`src/ptrs_pkg.sv`:
```
// ptrs_pkg: shared types and constants for the periodic task release scheduler
// no dependencies; imported by ptrs_slot_alu and periodic_task_release_scheduler
`timescale 1ns / 1ps
`default_nettype none

package ptrs_pkg;

  localparam int unsigned NUM_TASKS = 8;
  localparam int unsigned IDX_W     = (NUM_TASKS > 1) ? $clog2(NUM_TASKS) : 1;
  localparam int unsigned PERIOD_W  = 16;
  localparam int unsigned PEND_W    = 8;
  localparam int unsigned TICK_W    = 32;
  localparam int unsigned SLOT_W    = 8;
  localparam int unsigned TSLOT_W   = 3;

  localparam logic [PEND_W-1:0] PEND_MAX = '1;

  typedef enum logic [1:0] {
    ACT_TICK     = 2'd0,
    ACT_DISPATCH = 2'd1,
    ACT_ADD      = 2'd2,
    ACT_ENABLE   = 2'd3
  } action_e;

  typedef struct packed {
    logic                valid;
    logic                en;
    logic [PERIOD_W-1:0] period;
    logic [PERIOD_W-1:0] cd;
    logic [PEND_W-1:0]   pend;
  } slot_rec_t;

endpackage

`default_nettype wire

```
`src/ptrs_slot_alu.sv`:
```
// ptrs_slot_alu: shared update unit applied to one task slot per cycle
// depends on ptrs_pkg
`timescale 1ns / 1ps
`default_nettype none

module ptrs_slot_alu (
  input  ptrs_pkg::action_e                  act_i,
  input  ptrs_pkg::slot_rec_t                rec_i,
  input  logic [ptrs_pkg::PERIOD_W-1:0]      period_i,
  input  logic                               enable_i,
  output ptrs_pkg::slot_rec_t                rec_o,
  output logic                               hit_o
);
  import ptrs_pkg::*;

  logic [PERIOD_W-1:0] cd_dec;

  assign cd_dec = rec_i.cd - PERIOD_W'(1);

  always_comb begin
    rec_o = rec_i;
    hit_o = 1'b0;
    unique case (act_i)
      ACT_TICK: begin
        if (rec_i.valid && rec_i.en && (rec_i.cd != '0)) begin
          if (cd_dec == '0) begin
            rec_o.cd = rec_i.period;
            if (rec_i.pend != PEND_MAX) begin
              rec_o.pend = rec_i.pend + PEND_W'(1);
            end
          end else begin
            rec_o.cd = cd_dec;
          end
        end
      end
      ACT_DISPATCH: begin
        if (rec_i.valid && rec_i.en && (rec_i.pend != '0)) begin
          hit_o      = 1'b1;
          rec_o.pend = rec_i.pend - PEND_W'(1);
        end
      end
      ACT_ADD: begin
        rec_o.valid  = 1'b1;
        rec_o.en     = 1'b1;
        rec_o.period = period_i;
        rec_o.cd     = period_i;
        rec_o.pend   = PEND_W'(1);
      end
      ACT_ENABLE: begin
        rec_o.en = enable_i;
      end
      default: begin
        rec_o = rec_i;
      end
    endcase
  end

endmodule

`default_nettype wire

```
`src/periodic_task_release_scheduler.sv`:
```
// periodic_task_release_scheduler: slot table, scan sequencer and result register
// depends on ptrs_pkg and ptrs_slot_alu
//
// usage:
//   input channel (in_valid_i / in_ready_o) carries one word per request:
//   action_i (tick, dispatch, add, set enable), slot_i, period_i, enable_i.
//   output channel (out_valid_o / out_ready_i) returns exactly one word per
//   request: dispatched_o, task_slot_o, accepted_o, tick_count_o.
//   a single update unit visits the slot table one slot per cycle.
//   tick walks all NUM_TASKS slots; dispatch walks until the first ready slot
//   or the table's end; add and set enable touch only the addressed slot.
//   a request passes from the idle state through the scan state to the done
//   state, which loads the output register (out-of-range add/enable skips
//   the scan); in_ready_o rises in the same cycle as out_valid_o.
//   one request is in flight at a time; the next is taken once the result sits
//   in the output register, so a stalled receiver holds at most one word and
//   blocks further requests only when a second result is ready.
//   reset clears the table, tick counter and out_valid_o, and leaves in_ready_o high.
`timescale 1ns / 1ps
`default_nettype none

module periodic_task_release_scheduler (
  input  logic                              clk_i,
  input  logic                              rst_ni,
  input  logic                              in_valid_i,
  output logic                              in_ready_o,
  input  logic [1:0]                        action_i,
  input  logic [ptrs_pkg::SLOT_W-1:0]       slot_i,
  input  logic [ptrs_pkg::PERIOD_W-1:0]     period_i,
  input  logic                              enable_i,
  output logic                              out_valid_o,
  input  logic                              out_ready_i,
  output logic                              dispatched_o,
  output logic [ptrs_pkg::TSLOT_W-1:0]      task_slot_o,
  output logic                              accepted_o,
  output logic [ptrs_pkg::TICK_W-1:0]       tick_count_o
);
  import ptrs_pkg::*;

  typedef enum logic [1:0] {
    S_IDLE,
    S_SCAN,
    S_DONE
  } state_e;

  state_e              state_q;
  action_e             act_q;
  logic [PERIOD_W-1:0] per_q;
  logic                ena_q;
  logic [IDX_W-1:0]    idx_q;
  logic [TICK_W-1:0]   tick_cnt_q;
  logic                res_disp_q;
  logic [TSLOT_W-1:0]  res_slot_q;
  logic                res_acc_q;

  logic                out_valid_q;
  logic                out_disp_q;
  logic [TSLOT_W-1:0]  out_slot_q;
  logic                out_acc_q;
  logic [TICK_W-1:0]   out_tick_q;

  logic                valid_q  [NUM_TASKS];
  logic                en_q     [NUM_TASKS];
  logic [PERIOD_W-1:0] period_q [NUM_TASKS];
  logic [PERIOD_W-1:0] cd_q     [NUM_TASKS];
  logic [PEND_W-1:0]   pend_q   [NUM_TASKS];

  slot_rec_t           rec_rd;
  slot_rec_t           rec_wr;
  logic                hit;
  logic                in_fire;
  logic                last;
  logic                in_range;
  logic                tbl_we;
  logic [SLOT_W-1:0]   idx_ext;
  action_e             act_in;

  assign act_in   = action_e'(action_i);
  assign in_fire  = in_valid_i && in_ready_o;
  assign in_range = (slot_i < SLOT_W'(NUM_TASKS));
  assign last     = (idx_q == IDX_W'(NUM_TASKS - 1));
  assign idx_ext  = SLOT_W'(idx_q);
  assign tbl_we   = (state_q == S_SCAN);

  assign rec_rd.valid  = valid_q[idx_q];
  assign rec_rd.en     = en_q[idx_q];
  assign rec_rd.period = period_q[idx_q];
  assign rec_rd.cd     = cd_q[idx_q];
  assign rec_rd.pend   = pend_q[idx_q];

  ptrs_slot_alu u_alu (
    .act_i    (act_q),
    .rec_i    (rec_rd),
    .period_i (per_q),
    .enable_i (ena_q),
    .rec_o    (rec_wr),
    .hit_o    (hit)
  );

  always_ff @(posedge clk_i or negedge rst_ni) begin
    if (!rst_ni) begin
      for (int i = 0; i < NUM_TASKS; i++) begin
        valid_q[i]  <= 1'b0;
        en_q[i]     <= 1'b0;
        period_q[i] <= '0;
        cd_q[i]     <= '0;
        pend_q[i]   <= '0;
      end
    end else if (tbl_we) begin
      valid_q[idx_q]  <= rec_wr.valid;
      en_q[idx_q]     <= rec_wr.en;
      period_q[idx_q] <= rec_wr.period;
      cd_q[idx_q]     <= rec_wr.cd;
      pend_q[idx_q]   <= rec_wr.pend;
    end
  end

  assign in_ready_o = (state_q == S_IDLE);

  always_ff @(posedge clk_i or negedge rst_ni) begin
    if (!rst_ni) begin
      state_q     <= S_IDLE;
      act_q       <= ACT_TICK;
      per_q       <= '0;
      ena_q       <= 1'b0;
      idx_q       <= '0;
      tick_cnt_q  <= '0;
      res_disp_q  <= 1'b0;
      res_slot_q  <= '0;
      res_acc_q   <= 1'b0;
      out_valid_q <= 1'b0;
      out_disp_q  <= 1'b0;
      out_slot_q  <= '0;
      out_acc_q   <= 1'b0;
      out_tick_q  <= '0;
    end else begin
      if (out_valid_q && out_ready_i && (state_q != S_DONE)) begin
        out_valid_q <= 1'b0;
      end
      unique case (state_q)
        S_IDLE: begin
          if (in_fire) begin
            act_q      <= act_in;
            per_q      <= period_i;
            ena_q      <= enable_i;
            res_disp_q <= 1'b0;
            res_slot_q <= '0;
            res_acc_q  <= 1'b0;
            if (act_in == ACT_TICK) begin
              tick_cnt_q <= tick_cnt_q + TICK_W'(1);
            end
            if (act_in == ACT_ADD || act_in == ACT_ENABLE) begin
              idx_q   <= slot_i[IDX_W-1:0];
              state_q <= in_range ? S_SCAN : S_DONE;
            end else begin
              idx_q   <= '0;
              state_q <= S_SCAN;
            end
          end
        end
        S_SCAN: begin
          if (act_q == ACT_ADD || act_q == ACT_ENABLE) begin
            res_acc_q <= (act_q == ACT_ADD);
            state_q   <= S_DONE;
          end else if (act_q == ACT_DISPATCH && hit) begin
            res_disp_q <= 1'b1;
            res_slot_q <= idx_ext[TSLOT_W-1:0];
            state_q    <= S_DONE;
          end else if (last) begin
            state_q <= S_DONE;
          end else begin
            idx_q <= idx_q + IDX_W'(1);
          end
        end
        S_DONE: begin
          if (!out_valid_q || out_ready_i) begin
            out_valid_q <= 1'b1;
            out_disp_q  <= res_disp_q;
            out_slot_q  <= res_slot_q;
            out_acc_q   <= res_acc_q;
            out_tick_q  <= tick_cnt_q;
            state_q     <= S_IDLE;
          end
        end
        default: begin
          state_q <= S_IDLE;
        end
      endcase
    end
  end

  assign out_valid_o  = out_valid_q;
  assign dispatched_o = out_disp_q;
  assign task_slot_o  = out_slot_q;
  assign accepted_o   = out_acc_q;
  assign tick_count_o = out_tick_q;

  // busy after a request is taken
  assert property (@(posedge clk_i) disable iff (!rst_ni)
    in_fire |=> !in_ready_o)
    else $error("request taken while busy");

  // a word never reports both a dispatch and an accepted add
  assert property (@(posedge clk_i) disable iff (!rst_ni)
    out_valid_o |-> !(dispatched_o && accepted_o))
    else $error("dispatch and add flags both set");

  // scan index stays inside the table
  assert property (@(posedge clk_i) disable iff (!rst_ni)
    (state_q == S_SCAN) |-> (idx_q <= IDX_W'(NUM_TASKS - 1)))
    else $error("scan index out of range");

  // tick counter moves by one on every tick request and only then
  assert property (@(posedge clk_i) disable iff (!rst_ni)
    (in_fire && act_in == ACT_TICK) |=> (tick_cnt_q == $past(tick_cnt_q) + TICK_W'(1)))
    else $error("tick counter did not advance");

  assert property (@(posedge clk_i) disable iff (!rst_ni)
    !(in_fire && act_in == ACT_TICK) |=> $stable(tick_cnt_q))
    else $error("tick counter moved without a tick");

endmodule

`default_nettype wire
```
`config.mk`:
```
export PLATFORM = sky130hd
export DESIGN_NAME = periodic_task_release_scheduler
export DESIGN_NICKNAME = d
export VERILOG_FILES = /design/src/ptrs_pkg.sv /design/src/ptrs_slot_alu.sv /design/src/periodic_task_release_scheduler.sv
export SDC_FILE = /design/constraint.sdc
export NUM_CORES = 1
export LEC_CHECK = 0
export ABC_CLOCK_PERIOD_IN_PS = 8670
export CAP_MARGIN = 20
export CELL_PAD_IN_SITES_DETAIL_PLACEMENT = 0
export CELL_PAD_IN_SITES_GLOBAL_PLACEMENT = 1
export CORE_MARGIN = 8
export CORE_UTILIZATION = 35
export CTS_CLUSTER_SIZE = 16
export DETAILED_ROUTE_END_ITERATION = 16
export DONT_BUFFER_PORTS = 1
export HOLD_SLACK_MARGIN = 0.12
export PLACE_DENSITY_LB_ADDON = 0.1
export SYNTH_ARGS = -nofsm -noshare
export SYNTH_HDL_FRONTEND = slang
export SYNTH_SLANG_ARGS = --single-unit
```
`constraint.sdc`:
```
create_clock -name clk_i -period 8.67 [get_ports clk_i]
set_clock_uncertainty 0.2 [all_clocks]
set_input_delay 0.867 -clock clk_i [delete_from_list [all_inputs] [get_ports clk_i]]
set_output_delay 0.867 -clock clk_i [all_outputs]
set_load 0.01 [all_outputs]
```
==> metrics.yaml <==
clock_network:
  cts_tree: "yes"
  ctsHtreeMaxLevel: 2
  cts_inserted_buffers: 52
  ctsResizeCount: 0
  clkSlewWorstSetupHoldPaths_ns: 0.06
  clock_sinks: 435
  cts-root-buf: "clkbuf_16"
  insertion_delay_ns: 0.61
  clk_path_buf_depth: 3
  cts_setup_buffers: 0
routing:
  routed_wirelength_mm: 68.93
  drt-pass1-iter-count: 7
  drc_errors: 0
  via_per_inst: 5.454
  avgRoutedWirePerCell_um: 24.37
  met2_wirelength_mm: 33.55
  top_layer_used: "met4"
  ant_nets: 0
  dr_wl_met3_mm: 2.914
  met1_length_mm: 30.50
  drt_iter0_drc: 1154
  vias: 15430
logic_synthesis:
  ys_types: 85
  synth_edf_count: 0
  ys_warn_count: 0
  yosysSeqAreaShare_pct: 51.30
  synth_top_family_by_area: "multiplexers"
  synth_cells: 2041
  synth-seq-cells: 435
  synthAdderAreaFrac_pct: 0.4718
  async_flop_share_pct: 100.0
  syn_avg_cell_area_um2: 10.40
  netlist_area_um2: 21220
  synth_compound_area_share_pct: 8.580
  synth-simple-area-share_pct: 17.49
  synth_xor_area_share_pct: 1.692
  synth_nets: 2080
  synthMuxAreaShare_pct: 17.55
  yosys_most_used_dff: "dfrtp_1"
timing:
  slew_headroom_pct: -26.86
  period_needed_ns: 5.978
  tns_ns: 0
  setup_violations: 0
  tightest_slew_ns: 1.903
  clock.fmax_ghz: 0.1673
  rsz0062_at_grt: "false"
  finalHoldViolations: 146
  slew_viol_final: 221
  min_period_over_period_pct: 68.95
  hold_slack_ns: -0.2101
setup_path:
  end_kind: "flop"
  crit_fanout: 42
  slowest_stage: "dfrtp_4"
  crit_family: "compound AO/OA/AOI/OAI gates"
  path_buf_inv: 3
  path_cells: "buf_4, mux4_2, mux2_2, inv_1, ha_1, inv_1, or4_1, a211o_1, a22oi_2, nand3_2, o31ai_2, mux2_2"
  worstPathRequired_ns: 8.99
  cp-start-kind: "flop"
  cpPeakStageDelay_ns: 0.96
  path_class: "reg -> reg"
  cp.arrival_ns: 6.30
  rrSetupSlack_ns: 2.69
global_route:
  grt_pass1_vias: 15560
  grt.overflow.total: 0
  antenna_found_initial: 0
  grt_max_degree: 436
  grt_usage_pct: 19.67
  grt_pass1_wl_mm: 104.7
power:
  total_leakage_power_uw: 0.01071
  pwr_density_cell_nw_per_um2: 394.0
  peakVddDrop_mv: 0.1707
floorplan:
  ios: 70
  start_util_pct: 35.29
  dieArea_um2: 68760
  die_x_um: 262.2
  die_h_um: 262.2
  num_rows: 90
  core_um2: 60130
cells_and_area:
  fin_nets: 2043
  final_common_cell: "nand2_1"
  syn_to_final_growth_pct: 11.90
  layout_common_cells: "nand2_1 (569), dfrtp_1 (432), nor2_1 (150)"
  n_antenna_cell: 0
  drive_above_1_share_pct: 17.59
worst_hold_path:
  hold_class: "in -> async"
job:
  cap_violations: 0
outcome:
  violations: "hold timing, slew limit"
  status: "finished with violations"
placement:
  place_congestion: 0.8858
  port_buffers: 0
  hpwl_mm: 41.26
worst paths after layout:
| check | from | endpoint | depth (start not counted) |
|---|---|---|---|
| min reg2reg | period_q[89]$_DFFE_PN0P_ | period_q[89]$_DFFE_PN0P_ | 2 |
| max in group asynchronous | rst_ni | cd_q[114]$_DFFE_PN0P_ | 0 |
| max | idx_q[0]$_DFFE_PN0P_ | cd_q[43]$_DFFE_PN0P_ | 12 |
| max reg2reg | idx_q[0]$_DFFE_PN0P_ | cd_q[43]$_DFFE_PN0P_ | 12 |
| min in group clk_i | period_i[10] | per_q[10]$_DFFE_PN0P_ | 2 |
| min | rst_ni | period_q[112]$_DFFE_PN0P_ | 0 |
cells in the mapped netlist, drive strengths merged (3+ instances only):
cell type,n,area [um2]
nand2,575,2158
dfrtp,435,10890
nor2,157,591.8
mux2,97,1096
clkbuf,88,330.3
o21ai,87,435.4
mux4,82,1869
a21oi,70,380.4
mux2i,70,758.2
a31oi,47,294.0
nand3,43,225.2
buf,40,232.7
xnor2,31,271.5
o31ai,23,177.7
nor3,19,105.1
nand4,18,133.9
nor4,16,100.1
inv,14,55.05
and2,12,76.33
xor2,10,87.58
and3,9,56.30
nand2b,9,56.30
o41ai,9,78.83
ha,8,100.1
nor2b,6,37.54
a211oi,5,37.54
a22oi,5,42.54
a31o,4,35.03
and4,4,36.29
or4,4,33.78
a211o,3,27.53
a21boi,3,26.27
a2bb2oi,3,26.28
a32oi,3,41.29
or3,3,23.77
state kept, by name, indices dropped and copies added (netlist names):
register,cells
accepted_o,1
act_q,2
cd_q,128
dispatched_o,1
en_q,8
ena_q,1
idx_q,3
out_valid_o,1
pend_q,64
per_q,16
period_q,128
res_acc_q,1
res_disp_q,1
res_slot_q,3
state_q,2
task_slot_o,3
tick_cnt_q,32
tick_count_o,32
valid_q,8
report_power, final:
| part | internal [uW] | leakage (uW) | total (uW) | switching, uW |
|---|---|---|---|---|
| Clock | 1310 | 0.000860 | 2210 | 895 |
| Sequential | 2720 | 0.00578 | 3290 | 570 |
| Combinational | 1400 | 0.00407 | 3860 | 2460 |
| Total | 5430 | 0.0107 | 9350 | 3920 |
metrics by stage:
| step | cells | total power, uW | worst slack [ns] | area (um2) | utilization (%) |
|---|---|---|---|---|---|
| 3_5_place_dp | 2732 | 7182 | 2.753 | 22000 | 36.59 |
| 2_1_floorplan | 2041 | 5878 | 4.547 | 21220 | - |
| 6_report | 2829 | 9354 | 2.692 | 23740 | 39.48 |
| 3_3_place_gp | 2732 | 7129 | 2.822 | 22000 | 36.59 |
| 4_1_cts | 2829 | 9432 | 2.719 | 23740 | 39.48 |
| 5_1_grt | 2829 | 9948 | 2.375 | 23740 | 39.48 |
cell families after synthesis:
logic type / after synthesis
multiplexers: 249
adder cells (fa/ha/maj): 8
AO/OA/AOI/OAI: 283
XOR/XNOR: 41
buffers and inverters: 142
flip-flops: 435
AND/OR/NAND/NOR: 883
cell type report:
cell class	instances	area [um2]
Sequential cell	435	10900
Inverter	14	55.05
Clock buffer	77	1535
Clock inverter	20	202.7
Timing Repair Buffer	37	277.8
Multi-Input combinational cell	1464	9797
Tap cell	782	978.4
Fill cell	5929	36390
metal layers:
metal  vias to the layer above  global-route usage (%)
met1                      7954                   25.80
met4                         0                   5.907
li1                       7049                       -
met3                       105                   3.218
met5                         -                       0
met2                       322                   33.22
(Power assumes the default switching activity.)
